## src/rtl/core/awb_pkg.sv

```systemverilog
// ----------------------------------------------------------------------------
// awb_pkg
// shared constants, types and helpers of the affine warp bilinear unit
// ----------------------------------------------------------------------------
package awb_pkg;

	localparam int MAX_WIDTH  = 256;
	localparam int MAX_HEIGHT = 256;
	localparam int CHANNELS   = 3;
	localparam int FRAC_BITS  = 16;

	localparam int COORD_W = 12;
	localparam int PIX_W   = 8;
	localparam int COEF_W  = 32;
	localparam int SIZE_W  = 9;

	localparam int X_BITS     = $clog2(MAX_WIDTH);
	localparam int Y_BITS     = $clog2(MAX_HEIGHT);
	localparam int NBANKS     = 4;
	localparam int BANK_AW    = (X_BITS - 1) + (Y_BITS - 1);
	localparam int BANK_DEPTH = 1 << BANK_AW;
	localparam int WORD_W     = CHANNELS * PIX_W;

	localparam int PROD_W  = COEF_W + COORD_W + 1;
	localparam int SUM_W   = PROD_W + 2;
	localparam int IDX_W   = SUM_W - FRAC_BITS;
	localparam int IDX1_W  = IDX_W + 1;
	localparam int FRAC1_W = FRAC_BITS + 1;
	localparam int WMUL_W  = 2 * FRAC1_W;
	localparam int WGT_W   = 2 * FRAC_BITS + 1;
	localparam int MAC_W   = WGT_W + PIX_W;
	localparam int ACC_W   = MAC_W + 2;
	localparam int BLEND_W = ACC_W - 2 * FRAC_BITS;

	localparam logic [FRAC1_W-1:0] ONE_FRAC = FRAC1_W'(1) << FRAC_BITS;
	localparam logic [PIX_W-1:0]   PIX_MAX  = '1;

	// command codes
	localparam logic CMD_LOAD = 1'b0;
	localparam logic CMD_WARP = 1'b1;

	// register indexes
	localparam int REG_IDX_W = 3;
	localparam logic [REG_IDX_W-1:0] REG_COEF_XX    = 3'd0;
	localparam logic [REG_IDX_W-1:0] REG_COEF_XY    = 3'd1;
	localparam logic [REG_IDX_W-1:0] REG_OFFSET_X   = 3'd2;
	localparam logic [REG_IDX_W-1:0] REG_COEF_YX    = 3'd3;
	localparam logic [REG_IDX_W-1:0] REG_COEF_YY    = 3'd4;
	localparam logic [REG_IDX_W-1:0] REG_OFFSET_Y   = 3'd5;
	localparam logic [REG_IDX_W-1:0] REG_SRC_WIDTH  = 3'd6;
	localparam logic [REG_IDX_W-1:0] REG_SRC_HEIGHT = 3'd7;

	typedef struct packed {
		logic signed [COEF_W-1:0] coef_xx;
		logic signed [COEF_W-1:0] coef_xy;
		logic signed [COEF_W-1:0] offset_x;
		logic signed [COEF_W-1:0] coef_yx;
		logic signed [COEF_W-1:0] coef_yy;
		logic signed [COEF_W-1:0] offset_y;
		logic [SIZE_W-1:0]        src_width;
		logic [SIZE_W-1:0]        src_height;
	} cfg_t;

	// mapped item leaving the coordinate pipeline; loads use x0/y0 as the store position
	typedef struct packed {
		logic                 vld;
		logic                 warp;
		logic                 ld_ok;
		logic [X_BITS-1:0]    x0;
		logic [X_BITS-1:0]    x1;
		logic [Y_BITS-1:0]    y0;
		logic [Y_BITS-1:0]    y1;
		logic [FRAC_BITS-1:0] fx;
		logic [FRAC_BITS-1:0] fy;
		logic [WORD_W-1:0]    pix;
	} map_t;

	function automatic logic [X_BITS-1:0] lim_x(input logic [SIZE_W-1:0] s);
		logic [X_BITS-1:0] r;
		if (s == '0)
			r = '0;
		else if (s > SIZE_W'(MAX_WIDTH))
			r = X_BITS'(MAX_WIDTH - 1);
		else
			r = X_BITS'(s - SIZE_W'(1));
		return r;
	endfunction

	function automatic logic [Y_BITS-1:0] lim_y(input logic [SIZE_W-1:0] s);
		logic [Y_BITS-1:0] r;
		if (s == '0)
			r = '0;
		else if (s > SIZE_W'(MAX_HEIGHT))
			r = Y_BITS'(MAX_HEIGHT - 1);
		else
			r = Y_BITS'(s - SIZE_W'(1));
		return r;
	endfunction

	function automatic logic [X_BITS-1:0] clamp_x(input logic signed [IDX1_W-1:0] v,
		input logic [X_BITS-1:0] lim);
		logic [X_BITS-1:0] r;
		if (v < 0)
			r = '0;
		else if (v > $signed({{(IDX1_W - X_BITS){1'b0}}, lim}))
			r = lim;
		else
			r = v[X_BITS-1:0];
		return r;
	endfunction

	function automatic logic [Y_BITS-1:0] clamp_y(input logic signed [IDX1_W-1:0] v,
		input logic [Y_BITS-1:0] lim);
		logic [Y_BITS-1:0] r;
		if (v < 0)
			r = '0;
		else if (v > $signed({{(IDX1_W - Y_BITS){1'b0}}, lim}))
			r = lim;
		else
			r = v[Y_BITS-1:0];
		return r;
	endfunction

endpackage

```

## src/rtl/core/awb_lane.sv

```systemverilog
// ----------------------------------------------------------------------------
// awb_lane
// one color channel: four weighted neighbor products and their sum
// ----------------------------------------------------------------------------
module awb_lane (
	input  logic                          clk,
	input  logic [awb_pkg::PIX_W-1:0]     pix [awb_pkg::NBANKS],
	input  logic [awb_pkg::WGT_W-1:0]     wgt [awb_pkg::NBANKS],
	output logic [awb_pkg::BLEND_W-1:0]   blend
);

	import awb_pkg::*;

	logic [MAC_W-1:0] prod_s5 [NBANKS];
	logic [ACC_W-1:0] acc;

	always_ff @(posedge clk) begin
		for (int k = 0; k < NBANKS; k++)
			prod_s5[k] <= MAC_W'(pix[k]) * MAC_W'(wgt[k]);
	end

	always_comb begin
		acc = '0;
		for (int k = 0; k < NBANKS; k++)
			acc = acc + ACC_W'(prod_s5[k]);
		blend = acc[ACC_W-1:2*FRAC_BITS];
	end

endmodule

```

## config.mk

```make
export PLATFORM = sky130hd
export DESIGN_NAME = awb_lane
export DESIGN_NICKNAME = d
export VERILOG_FILES = /design/src/rtl/core/awb_pkg.sv /design/src/rtl/core/awb_lane.sv
export SDC_FILE = /design/constraint.sdc
export NUM_CORES = 2
export LEC_CHECK = 0
export CORE_UTILIZATION = 49
export CTS_CLUSTER_DIAMETER = 80
export CTS_CLUSTER_SIZE = 12
export DETAILED_ROUTE_END_ITERATION = 8
export DONT_BUFFER_PORTS = 1
export GPL_TIMING_DRIVEN = 1
export HOLD_SLACK_MARGIN = 0.06
export PLACE_DENSITY = 0.62
export SETUP_SLACK_MARGIN = 0.4
export SYNTH_ARGS = -nofsm -noshare
export SYNTH_HDL_FRONTEND = slang
export SYNTH_SLANG_ARGS = --single-unit
```

## constraint.sdc

```tcl
create_clock -name clk -period 8.1 [get_ports clk]
set_input_delay 0.81 -clock clk [delete_from_list [all_inputs] [get_ports clk]]
set_output_delay 0.81 -clock clk [all_outputs]
set_load 0.02 [all_outputs]
```

==> summary by stage <==
Outcome
The run finished with clean final reports.

Cells and area
In the final layout, the share of cells above drive strength 1 is 1.37%. The largest registers in the layout are prod_s5 (164). The net count of the finished layout is 5781. The count of cells in the finished layout, fillers not included, comes to 5588. The number of inserted filler cells in the final layout is 7855. The antenna cell count is 0.

The register with the most flip-flops in the layout has 164 of them. The register with the most flip-flops in the final layout is prod_s5. The area growth from synthesis to final layout is 3.43%. Leaving out fill and tap cells, the most frequent cell in the layout is inv_1. In the layout the commonest cells are 860 x inv_1, 785 x fa_1, 705 x and2_1.

Place
In this run, placement finished with an instance count of 5556. In this run the tool buffered the top-level ports with 0 buffer cells. Detailed placement ended at an HPWL of 82600 µm.

The routability congestion estimate is 0.912.

GRT
The number of global-route vias before repair came to 32286. The layer flagged by global routing as most heavily used is met2. The met1 usage in global routing is 31.3%. Global routing used 44.3% of the available met2 tracks. The initial antenna violation count came to 0. The first global-routing pass estimated 168000 µm of wire. In the global route stage, overall resource usage came out at 24.7%.

The maximum number of pins on one net before global-route repair is 34. The global-route met3 utilization is 2.87%. After global routing the overflow that remains totals 0.

Critical path
The type of the setup path with the least slack is reg2out. Tracing the worst setup path back leads to its startpoint at prod_s5[1][0]$_DFF_P_. Along the worst path, the maximum fanout reaches 5.

The worst path required time is 7290 ps. The sort of element at the start of the critical path is a register. At the worst endpoint, the arrival time is 6200 ps. The type of element capturing the critical path is an output port.

Yosys
The number of nets in the synthesized netlist is 5897. A synthesized cell averages 8.83 µm². The fraction of the yosys area taken by sequential cells is 8.05%. The netlist uses 81 different library cells. Yosys attributes the largest share of cell area to fa_1 39%, and2_1 11%, ha_1 10%. Synthesis produced 4621 cells.

The synthesized netlist occupies a cell area of 0.0408 mm². After synthesis the netlist holds a flip-flop and latch count of 164. The biggest area consumer among synthesized cells is fa_1. The async set or reset register ratio after synthesis is 0%. During synthesis, Yosys emitted a total of 0 warnings.

In this run, synthesis inferred 0 flip-flops with an integrated enable. The dominant synthesized flop cell is dfxtp_1. Of the post-synthesis cell area, the dominant cell type holds 38.5%.

Run
The max-capacitance violation count is 0.

STA
At the pin with the least slew margin, the transition time is 880 ps. The final clock period utilization by the worst path is 86.6%. In the final timing run, aggregate negative setup slack is 0 ps. The peak clock frequency supported by timing is 143 MHz.

The setup-violating endpoint count in the final report is 0. The count of final max-slew check failures was 0. The final hold violation count is 0. The clock period could shrink to 7010 ps.

In this run the tightest slew margin relative to its limit is 40.9%. Setup repair after global routing left no endpoint under its margin.

Clock tree
The clock net sink count is 164. The number of cells upsized or downsized after cts is 0. Clock-pin slew was measured on the worst setup and hold paths at 70 ps. The post-CTS setup-driven buffer insertion count is 0. Hold repair after CTS inserted 0 buffers. The TritonCTS clock tree is yes. The clock passes through at most 2 buffers. The clock tree root buffer cell is clkbuf_16. In this run, CTS created clock tree buffers numbering 17. CTS built an H-tree with a depth of 4.

Detailed routing
The first detailed-routing pass took 5 iterations. The post-detailed-route wirelength per cell is 17.9 µm. The sum of routed wire length over all layers is 99800 µm.

The number of nets with antenna violations after detailed routing is 0. In the routed design, unresolved DRC markers number 0. The violation count after the first detailed-route iteration is 1373. The via density per instance is 5.37.

The via count is 29992.

Worst hold path
The worst hold path begins at wgt[33]. The depth of the worst hold-timing path is 1. The type of the tightest min-delay check is in2reg.

Die
The number of placement rows is 105. For this design the top-level I/O count stands at 176. The initial utilization of the core area, before any placement, comes to 49.6%. The height of the chip is 291 µm. The die outline area is 0.0844 mm². The floorplan step set the die width to 291 µm.

The core box area is 0.0822 mm².
metal layers:
metal,vias to the layer above,wire (µm)
li1,14135,-
met1,15192,42700
met2,523,50700
met3,142,3700
met4,0,2600
met5,-,0
cells by family (layout without fill, tap and decap cells):
logic type | Yosys count | in the layout | synth area share (%)
xor gates and xnor gates | 184 | 184 | 3.95
adders and majority gates | 1111 | 1111 | 48.5
and+or+nand+nor | 1486 | 1486 | 19.2
AOI/OAI and AO/OA | 680 | 680 | 11.0
buffers and inverters | 995 | 892 | 9.22
muxes | 1 | 1 | 0.0245
DFF | 164 | 164 | 8.05
worst paths after layout:
| path | to | slack, ps |
|---|---|---|
| max | blend[4] | 1090 |
| min | prod_s5[2][0]$_DFF_P_ | 510 |
cells in the mapped netlist (23+ instances only):
library cell / n
nor2b_1: 31
nand2_1: 484
fa_1: 785
nor3_1: 23
o21a_1: 23
nor2_1: 93
ha_1: 326
o21ai_0: 98
nand3_1: 38
dfxtp_1: 164
xor2_1: 62
a21o_1: 146
a211oi_1: 28
o21bai_1: 31
a31oi_1: 24
a21oi_1: 210
and2_1: 705
nand4_1: 32
clkbuf_1: 129
inv_1: 860
xnor2_1: 122
area by class of cell:
class	instances	area (µm²)	area share, %
multi-input cells	3462	33700	80.0
clock buffers	19	443	1.05
well taps	1070	1340	3.17
inverters	860	3230	7.65
flip-flops and latches	164	3280	7.78
clock inverters	13	148	0.350
worst max-delay path: stages (launching register included):
cell and delay (ps):
dfxtp_1 310, ha_1 220, fa_1 400, a21oi_1 170, nand4b_1 160, a21oi_1 90
nand2b_1 170, and3_1 210, o21ai_0 250, nand2b_1 90, a21oi_1 170, xor2_1 340
fa_1 480, inv_1 60, ha_1 270, a21oi_1 150, o211ai_1 130, a2111oi_0 660
a2111oi_0 220, nor3_1 390, o21ai_0 220, xor2_1 600
per-stage QoR:
step	area (µm²)	hold WS [ps]	setup slack, ps	utilization, %
finish	42200	508	1090	51.3
global route	42200	505	712	51.3
CTS	42200	492	1130	51.3
detailed placement	41600	944	1670	50.6
global placement	41600	940	1730	50.6
floorplan	40800	932	2460	-
Power is left out: the tool's default activity adds up to more than one toggle a clock period on the data nets, which glitch-free logic cannot reach.
