$ cat src/rtl/core/awb_pkg.sv
// ----------------------------------------------------------------------------
// awb_pkg
// shared constants, types and helpers of the affine warp bilinear unit
// ----------------------------------------------------------------------------
package awb_pkg;

	localparam int MAX_WIDTH  = 256;
	localparam int MAX_HEIGHT = 256;
	localparam int CHANNELS   = 3;
	localparam int FRAC_BITS  = 16;

	localparam int COORD_W = 12;
	localparam int PIX_W   = 8;
	localparam int COEF_W  = 32;
	localparam int SIZE_W  = 9;

	localparam int X_BITS     = $clog2(MAX_WIDTH);
	localparam int Y_BITS     = $clog2(MAX_HEIGHT);
	localparam int NBANKS     = 4;
	localparam int BANK_AW    = (X_BITS - 1) + (Y_BITS - 1);
	localparam int BANK_DEPTH = 1 << BANK_AW;
	localparam int WORD_W     = CHANNELS * PIX_W;

	localparam int PROD_W  = COEF_W + COORD_W + 1;
	localparam int SUM_W   = PROD_W + 2;
	localparam int IDX_W   = SUM_W - FRAC_BITS;
	localparam int IDX1_W  = IDX_W + 1;
	localparam int FRAC1_W = FRAC_BITS + 1;
	localparam int WMUL_W  = 2 * FRAC1_W;
	localparam int WGT_W   = 2 * FRAC_BITS + 1;
	localparam int MAC_W   = WGT_W + PIX_W;
	localparam int ACC_W   = MAC_W + 2;
	localparam int BLEND_W = ACC_W - 2 * FRAC_BITS;

	localparam logic [FRAC1_W-1:0] ONE_FRAC = FRAC1_W'(1) << FRAC_BITS;
	localparam logic [PIX_W-1:0]   PIX_MAX  = '1;

	// command codes
	localparam logic CMD_LOAD = 1'b0;
	localparam logic CMD_WARP = 1'b1;

	// register indexes
	localparam int REG_IDX_W = 3;
	localparam logic [REG_IDX_W-1:0] REG_COEF_XX    = 3'd0;
	localparam logic [REG_IDX_W-1:0] REG_COEF_XY    = 3'd1;
	localparam logic [REG_IDX_W-1:0] REG_OFFSET_X   = 3'd2;
	localparam logic [REG_IDX_W-1:0] REG_COEF_YX    = 3'd3;
	localparam logic [REG_IDX_W-1:0] REG_COEF_YY    = 3'd4;
	localparam logic [REG_IDX_W-1:0] REG_OFFSET_Y   = 3'd5;
	localparam logic [REG_IDX_W-1:0] REG_SRC_WIDTH  = 3'd6;
	localparam logic [REG_IDX_W-1:0] REG_SRC_HEIGHT = 3'd7;

	typedef struct packed {
		logic signed [COEF_W-1:0] coef_xx;
		logic signed [COEF_W-1:0] coef_xy;
		logic signed [COEF_W-1:0] offset_x;
		logic signed [COEF_W-1:0] coef_yx;
		logic signed [COEF_W-1:0] coef_yy;
		logic signed [COEF_W-1:0] offset_y;
		logic [SIZE_W-1:0]        src_width;
		logic [SIZE_W-1:0]        src_height;
	} cfg_t;

	// mapped item leaving the coordinate pipeline; loads use x0/y0 as the store position
	typedef struct packed {
		logic                 vld;
		logic                 warp;
		logic                 ld_ok;
		logic [X_BITS-1:0]    x0;
		logic [X_BITS-1:0]    x1;
		logic [Y_BITS-1:0]    y0;
		logic [Y_BITS-1:0]    y1;
		logic [FRAC_BITS-1:0] fx;
		logic [FRAC_BITS-1:0] fy;
		logic [WORD_W-1:0]    pix;
	} map_t;

	function automatic logic [X_BITS-1:0] lim_x(input logic [SIZE_W-1:0] s);
		logic [X_BITS-1:0] r;
		if (s == '0)
			r = '0;
		else if (s > SIZE_W'(MAX_WIDTH))
			r = X_BITS'(MAX_WIDTH - 1);
		else
			r = X_BITS'(s - SIZE_W'(1));
		return r;
	endfunction

	function automatic logic [Y_BITS-1:0] lim_y(input logic [SIZE_W-1:0] s);
		logic [Y_BITS-1:0] r;
		if (s == '0)
			r = '0;
		else if (s > SIZE_W'(MAX_HEIGHT))
			r = Y_BITS'(MAX_HEIGHT - 1);
		else
			r = Y_BITS'(s - SIZE_W'(1));
		return r;
	endfunction

	function automatic logic [X_BITS-1:0] clamp_x(input logic signed [IDX1_W-1:0] v,
		input logic [X_BITS-1:0] lim);
		logic [X_BITS-1:0] r;
		if (v < 0)
			r = '0;
		else if (v > $signed({{(IDX1_W - X_BITS){1'b0}}, lim}))
			r = lim;
		else
			r = v[X_BITS-1:0];
		return r;
	endfunction

	function automatic logic [Y_BITS-1:0] clamp_y(input logic signed [IDX1_W-1:0] v,
		input logic [Y_BITS-1:0] lim);
		logic [Y_BITS-1:0] r;
		if (v < 0)
			r = '0;
		else if (v > $signed({{(IDX1_W - Y_BITS){1'b0}}, lim}))
			r = lim;
		else
			r = v[Y_BITS-1:0];
		return r;
	endfunction

endpackage

$ cat src/rtl/core/awb_map.sv
// ----------------------------------------------------------------------------
// awb_map
// three stage coordinate pipeline: affine products, sums, floor and clamping
// ----------------------------------------------------------------------------
module awb_map (
	input  logic                         clk,
	input  logic                         arst_n,
	input  logic                         take,
	input  logic                         command,
	input  logic [awb_pkg::COORD_W-1:0]  coord_x,
	input  logic [awb_pkg::COORD_W-1:0]  coord_y,
	input  logic [awb_pkg::WORD_W-1:0]   pix,
	input  awb_pkg::cfg_t                cfg,
	output awb_pkg::map_t                m_s3
);

	import awb_pkg::*;

	logic                       vld_s1, vld_s2, vld_s3;
	logic                       warp_s1, warp_s2, warp_s3;
	logic                       ld_ok_s1, ld_ok_s2, ld_ok_s3;
	logic [COORD_W-1:0]         x_s1, y_s1, x_s2, y_s2;
	logic [WORD_W-1:0]          pix_s1, pix_s2, pix_s3;
	logic signed [PROD_W-1:0]   pxx_s1, pxy_s1, pyx_s1, pyy_s1;
	logic signed [SUM_W-1:0]    sx_s2, sy_s2;
	logic signed [IDX1_W-1:0]   ix, iy, ix1, iy1;
	logic [X_BITS-1:0]          xlim;
	logic [Y_BITS-1:0]          ylim;
	logic signed [PROD_W-1:0]   xs, ys;
	logic [X_BITS-1:0]          x0_s3, x1_s3;
	logic [Y_BITS-1:0]          y0_s3, y1_s3;
	logic [FRAC_BITS-1:0]       fx_s3, fy_s3;

	assign xs = PROD_W'($signed({1'b0, coord_x}));
	assign ys = PROD_W'($signed({1'b0, coord_y}));

	always_ff @(posedge clk or negedge arst_n) begin
		if (!arst_n) begin
			vld_s1 <= 1'b0;
			vld_s2 <= 1'b0;
			vld_s3 <= 1'b0;
		end else begin
			vld_s1 <= take;
			vld_s2 <= vld_s1;
			vld_s3 <= vld_s2;
		end
	end

	// stage 1: products
	always_ff @(posedge clk) begin
		warp_s1  <= (command == CMD_WARP);
		ld_ok_s1 <= (coord_x < COORD_W'(MAX_WIDTH)) && (coord_y < COORD_W'(MAX_HEIGHT));
		x_s1     <= coord_x;
		y_s1     <= coord_y;
		pix_s1   <= pix;
		pxx_s1   <= PROD_W'(cfg.coef_xx) * xs;
		pxy_s1   <= PROD_W'(cfg.coef_xy) * ys;
		pyx_s1   <= PROD_W'(cfg.coef_yx) * xs;
		pyy_s1   <= PROD_W'(cfg.coef_yy) * ys;
	end

	// stage 2: sums
	always_ff @(posedge clk) begin
		warp_s2  <= warp_s1;
		ld_ok_s2 <= ld_ok_s1;
		x_s2     <= x_s1;
		y_s2     <= y_s1;
		pix_s2   <= pix_s1;
		sx_s2    <= SUM_W'(pxx_s1) + SUM_W'(pxy_s1) + SUM_W'(cfg.offset_x);
		sy_s2    <= SUM_W'(pyx_s1) + SUM_W'(pyy_s1) + SUM_W'(cfg.offset_y);
	end

	// stage 3: floor, neighbors and edge clamp
	always_comb begin
		ix   = IDX1_W'($signed(sx_s2[SUM_W-1:FRAC_BITS]));
		iy   = IDX1_W'($signed(sy_s2[SUM_W-1:FRAC_BITS]));
		ix1  = ix + IDX1_W'(1);
		iy1  = iy + IDX1_W'(1);
		xlim = lim_x(cfg.src_width);
		ylim = lim_y(cfg.src_height);
	end

	always_ff @(posedge clk) begin
		warp_s3  <= warp_s2;
		ld_ok_s3 <= ld_ok_s2;
		pix_s3   <= pix_s2;
		fx_s3    <= sx_s2[FRAC_BITS-1:0];
		fy_s3    <= sy_s2[FRAC_BITS-1:0];
		x1_s3    <= clamp_x(ix1, xlim);
		y1_s3    <= clamp_y(iy1, ylim);
		if (warp_s2) begin
			x0_s3 <= clamp_x(ix, xlim);
			y0_s3 <= clamp_y(iy, ylim);
		end else begin
			x0_s3 <= x_s2[X_BITS-1:0];
			y0_s3 <= y_s2[Y_BITS-1:0];
		end
	end

	assign m_s3 = '{vld: vld_s3, warp: warp_s3, ld_ok: ld_ok_s3, x0: x0_s3, x1: x1_s3,
		y0: y0_s3, y1: y1_s3, fx: fx_s3, fy: fy_s3, pix: pix_s3};

endmodule

$ cat config.mk
export PLATFORM = sky130hd
export DESIGN_NAME = awb_map
export DESIGN_NICKNAME = d
export VERILOG_FILES = /design/src/rtl/core/awb_pkg.sv /design/src/rtl/core/awb_map.sv
export SDC_FILE = /design/constraint.sdc
export NUM_CORES = 2
export LEC_CHECK = 0
export BUFFER_PORTS_ARGS = -buffer_cell sky130_fd_sc_hd__buf_2
export CAP_MARGIN = 20
export CELL_PAD_IN_SITES_DETAIL_PLACEMENT = 0
export CELL_PAD_IN_SITES_GLOBAL_PLACEMENT = 1
export CORE_MARGIN = 2
export CORE_UTILIZATION = 50
export CTS_CLUSTER_DIAMETER = 120
export CTS_CLUSTER_SIZE = 40
export DETAILED_ROUTE_END_ITERATION = 7
export GPL_TIMING_DRIVEN = 0
export PLACE_DENSITY_LB_ADDON = 0.1
export SYNTH_ARGS = -nofsm -noshare
export SYNTH_HDL_FRONTEND = slang
export SYNTH_SLANG_ARGS = --single-unit
$ cat constraint.sdc
create_clock -name clk -period 6.41 [get_ports clk]
set_input_delay 1.282 -clock clk [delete_from_list [all_inputs] [get_ports clk]]
set_output_delay 1.282 -clock clk [all_outputs]
set_load 0.02 [all_outputs]
==> run metrics <==
Final nets 10795; maxcap violations 0; core box area 0.143 mm^2; slowest stage cell, crit path fa_1; Setup crit start kind input port; PnR worst setup slack -178 ps; Worst-path clk slew 130 ps; metal2 WL 104 mm; CP arrival 7130 ps; final period demand of the worst path 6590 ps; Synth cell types 88; worst skew pair latency 620 ps; max-slew violation count 0; initial antenna violation count 22; die height 384 um; starting density of the core 0.503; post-synthesis sequential area ratio 0.125; clk_skew 27.4 ps; Post-synth EDFFs 0; Avg Cell Area, Syn 8.96 um^2; CP endpoint kind flop; WL final 223 mm; Pre-Repair DR Iteration Count 5; GRT Overall Usage 0.308; min-delay worst type flop to flop; M1 WL 93.4 mm; vias in the first global route 58156; Post-Synthesis Cells 8052; status finished, violations left; Yosys Warn Count 0; R2R setup slack 1950 ps; Synth Flop Type dfxtp_1; Die W 384 um; share of cells above drive strength 1 0.137; CP Class input port to flop; TritonCTS Buffers 20; worst setup path end pxy_s1[44]; final hold violation count 0; max layer used met5; Layout Utilization 0.576; Post-Syn Nets 10282; Non-Filler Instances 10494; largest net degree at the start of global routing 41; Fmax 0.152 GHz; FF-to-FF path depth 12; Compound-Gate Fraction of Synth Area 0.0752; htree depth 1; minimum hold slack 333 ps; Post-Synth Simple-Gate Area 0.152; cell count after placement 10314; crit-path max FO 5; clock root cell clkbuf_16; Avg Vias per Cell 5.27; relative slew slack 0.287; Cell Rows 139; commonest non-fill, non-tap cell in the layout inv_1; Adder-Cell Fraction of Synth Area 0.492; Crit path largest cell delay 530 ps; Post-route DRC 0; Bufs on Longest Clock Path 3; ys async rst share 0.00665; Final period util 1.03; Final Wtd Congestion 0.969; setup violators final 7; failing checks negative setup slack; die area 0.147 mm^2; RSZ-0062 raised after global routing true; Sink Count 451; PortBufs 352; first-pass GRT wire length 343 mm; metal3 WL 15.9 mm; synthesized flop and latch total 451; area delta synth->final 14.5%; most used cell, CP fa_1; worst-margin pin slew 1040 ps; Layout fillers 13182; number of I/O pins 353; CTS Hold Bufs 0; CP startpoint coord_y[2]; terminus of the critical flop-to-flop path sx_s2[40]; worst path required time 6950 ps; GRT overflow 0; WL/cell 21.3 um; vias after detailed routing 55312; largest family of logic cells by synthesized area adder cells; DR iter-0 viols 3295; worst r2r src pxy_s1[20]; Post-DRT Antenna Nets 0; mux contribution to synthesized area 0.00423; Cell Area, Synth 0.0721 mm^2; most frequent cells in the layout inv_1, fa_1, nand2_1; hpwl dp 187 mm; XOR/XNOR Fraction of Synth Area 0.0344; CTS tree built
cell families after synthesis:
family / count (synthesis)
AOI/OAI and AO/OA: 852
xor gates and xnor gates: 283
adders and majority gates: 1968
buffers and inverters: 2235
DFF: 451
muxes: 30
and+or+nand+nor: 2233
critical path: cells and delay by family:
| kind | cells | cell delay, ps |
|---|---|---|
| simple gates | 3 | 410 |
| compound gates | 7 | 1750 |
| buf+inv | 8 | 780 |
| fa+ha+maj | 6 | 2760 |
| xor+xnor | 1 | 140 |
synth_stat cells, types with 13 or more instances:
cell | instances | share of area
o211ai_1 | 19 | 0.0020
o21bai_1 | 33 | 0.0034
nand2_1 | 1016 | 0.053
a21o_1 | 132 | 0.014
a21boi_0 | 17 | 0.0018
and3_1 | 31 | 0.0027
nor3_1 | 47 | 0.0033
dfxtp_1 | 448 | 0.12
nor2b_1 | 27 | 0.0023
o21ai_0 | 146 | 0.010
a211oi_1 | 34 | 0.0035
nand3_1 | 78 | 0.0054
fa_1 | 1444 | 0.40
ha_1 | 524 | 0.091
mux2i_1 | 26 | 0.0036
o21a_1 | 40 | 0.0042
and2_1 | 700 | 0.061
nor2_1 | 167 | 0.0087
inv_1 | 1879 | 0.098
nor4_1 | 21 | 0.0018
o31ai_1 | 13 | 0.0014
nand2b_1 | 34 | 0.0029
clkbuf_1 | 345 | 0.018
o22ai_1 | 22 | 0.0019
xnor2_1 | 196 | 0.024
xor2_1 | 87 | 0.011
a31oi_1 | 32 | 0.0028
a21oi_1 | 271 | 0.019
nand4_1 | 56 | 0.0049
sequential cells by signal, indices dropped and copies added, names as in the netlist, 16 cells and up:
signal / flops
pyx_s1: 45
pxy_s1: 45
pix_s3: 24
fy_s3: 16
pix_s2: 24
pxx_s1: 45
pix_s1: 24
sy_s2: 47
fx_s3: 16
sx_s2: 47
pyy_s1: 45
layer usage:
layer  track usage  vias to the layer above
met5             0                        -
met4         0.109                       16
met3        0.0479                      410
met2         0.503                     1749
met1         0.416                    27960
li1              -                    25177
area by class of cell:
cell class              instances  area (um^2)  share of cell area
diodes                         13         32.5            0.000394
flip-flops and latches        451         9040               0.109
plain buffers                 317         3010              0.0364
multi-input cells            5366        56700               0.687
repair buffers                530         3560              0.0432
well taps                    1903         2380              0.0288
clock buffers                  22          518             0.00627
inverters                    1879         7060              0.0854
clock inverters                13          273             0.00330
worst min path at each step:
stage	from	endpoint	slack (ps)	cells after the start
2_1_floorplan	sx_s2[0]	fx_s3[0]	310	0
3_3_place_gp	y_s1[6]	y_s2[6]	310	0
3_5_place_dp	sx_s2[12]	fx_s3[12]	310	0
4_1_cts	sx_s2[2]	fx_s3[2]	330	0
5_1_grt	sx_s2[2]	fx_s3[2]	330	0
6_report	sx_s2[2]	fx_s3[2]	330	0
metrics by stage:
step | instance area (um^2) | setup slack, ps | TNS (ps)
4_1_cts | 80500 | -259 | -830
6_report | 82600 | -178 | -624
3_5_place_dp | 77400 | -2500 | -187160
5_1_grt | 82600 | -364 | -3330
3_3_place_gp | 77300 | -2500 | -187460
2_1_floorplan | 73200 | -242 | -551
repair_timing:
action	CTS	global route
setup buffers	61	108
cloned	4	1
pin swaps	93	188
resized for setup	406	494
setup endpoints to repair	124	59
Power is left out: the tool's default activity adds up to more than one toggle a clock period on the data nets, which glitch-free logic cannot reach.
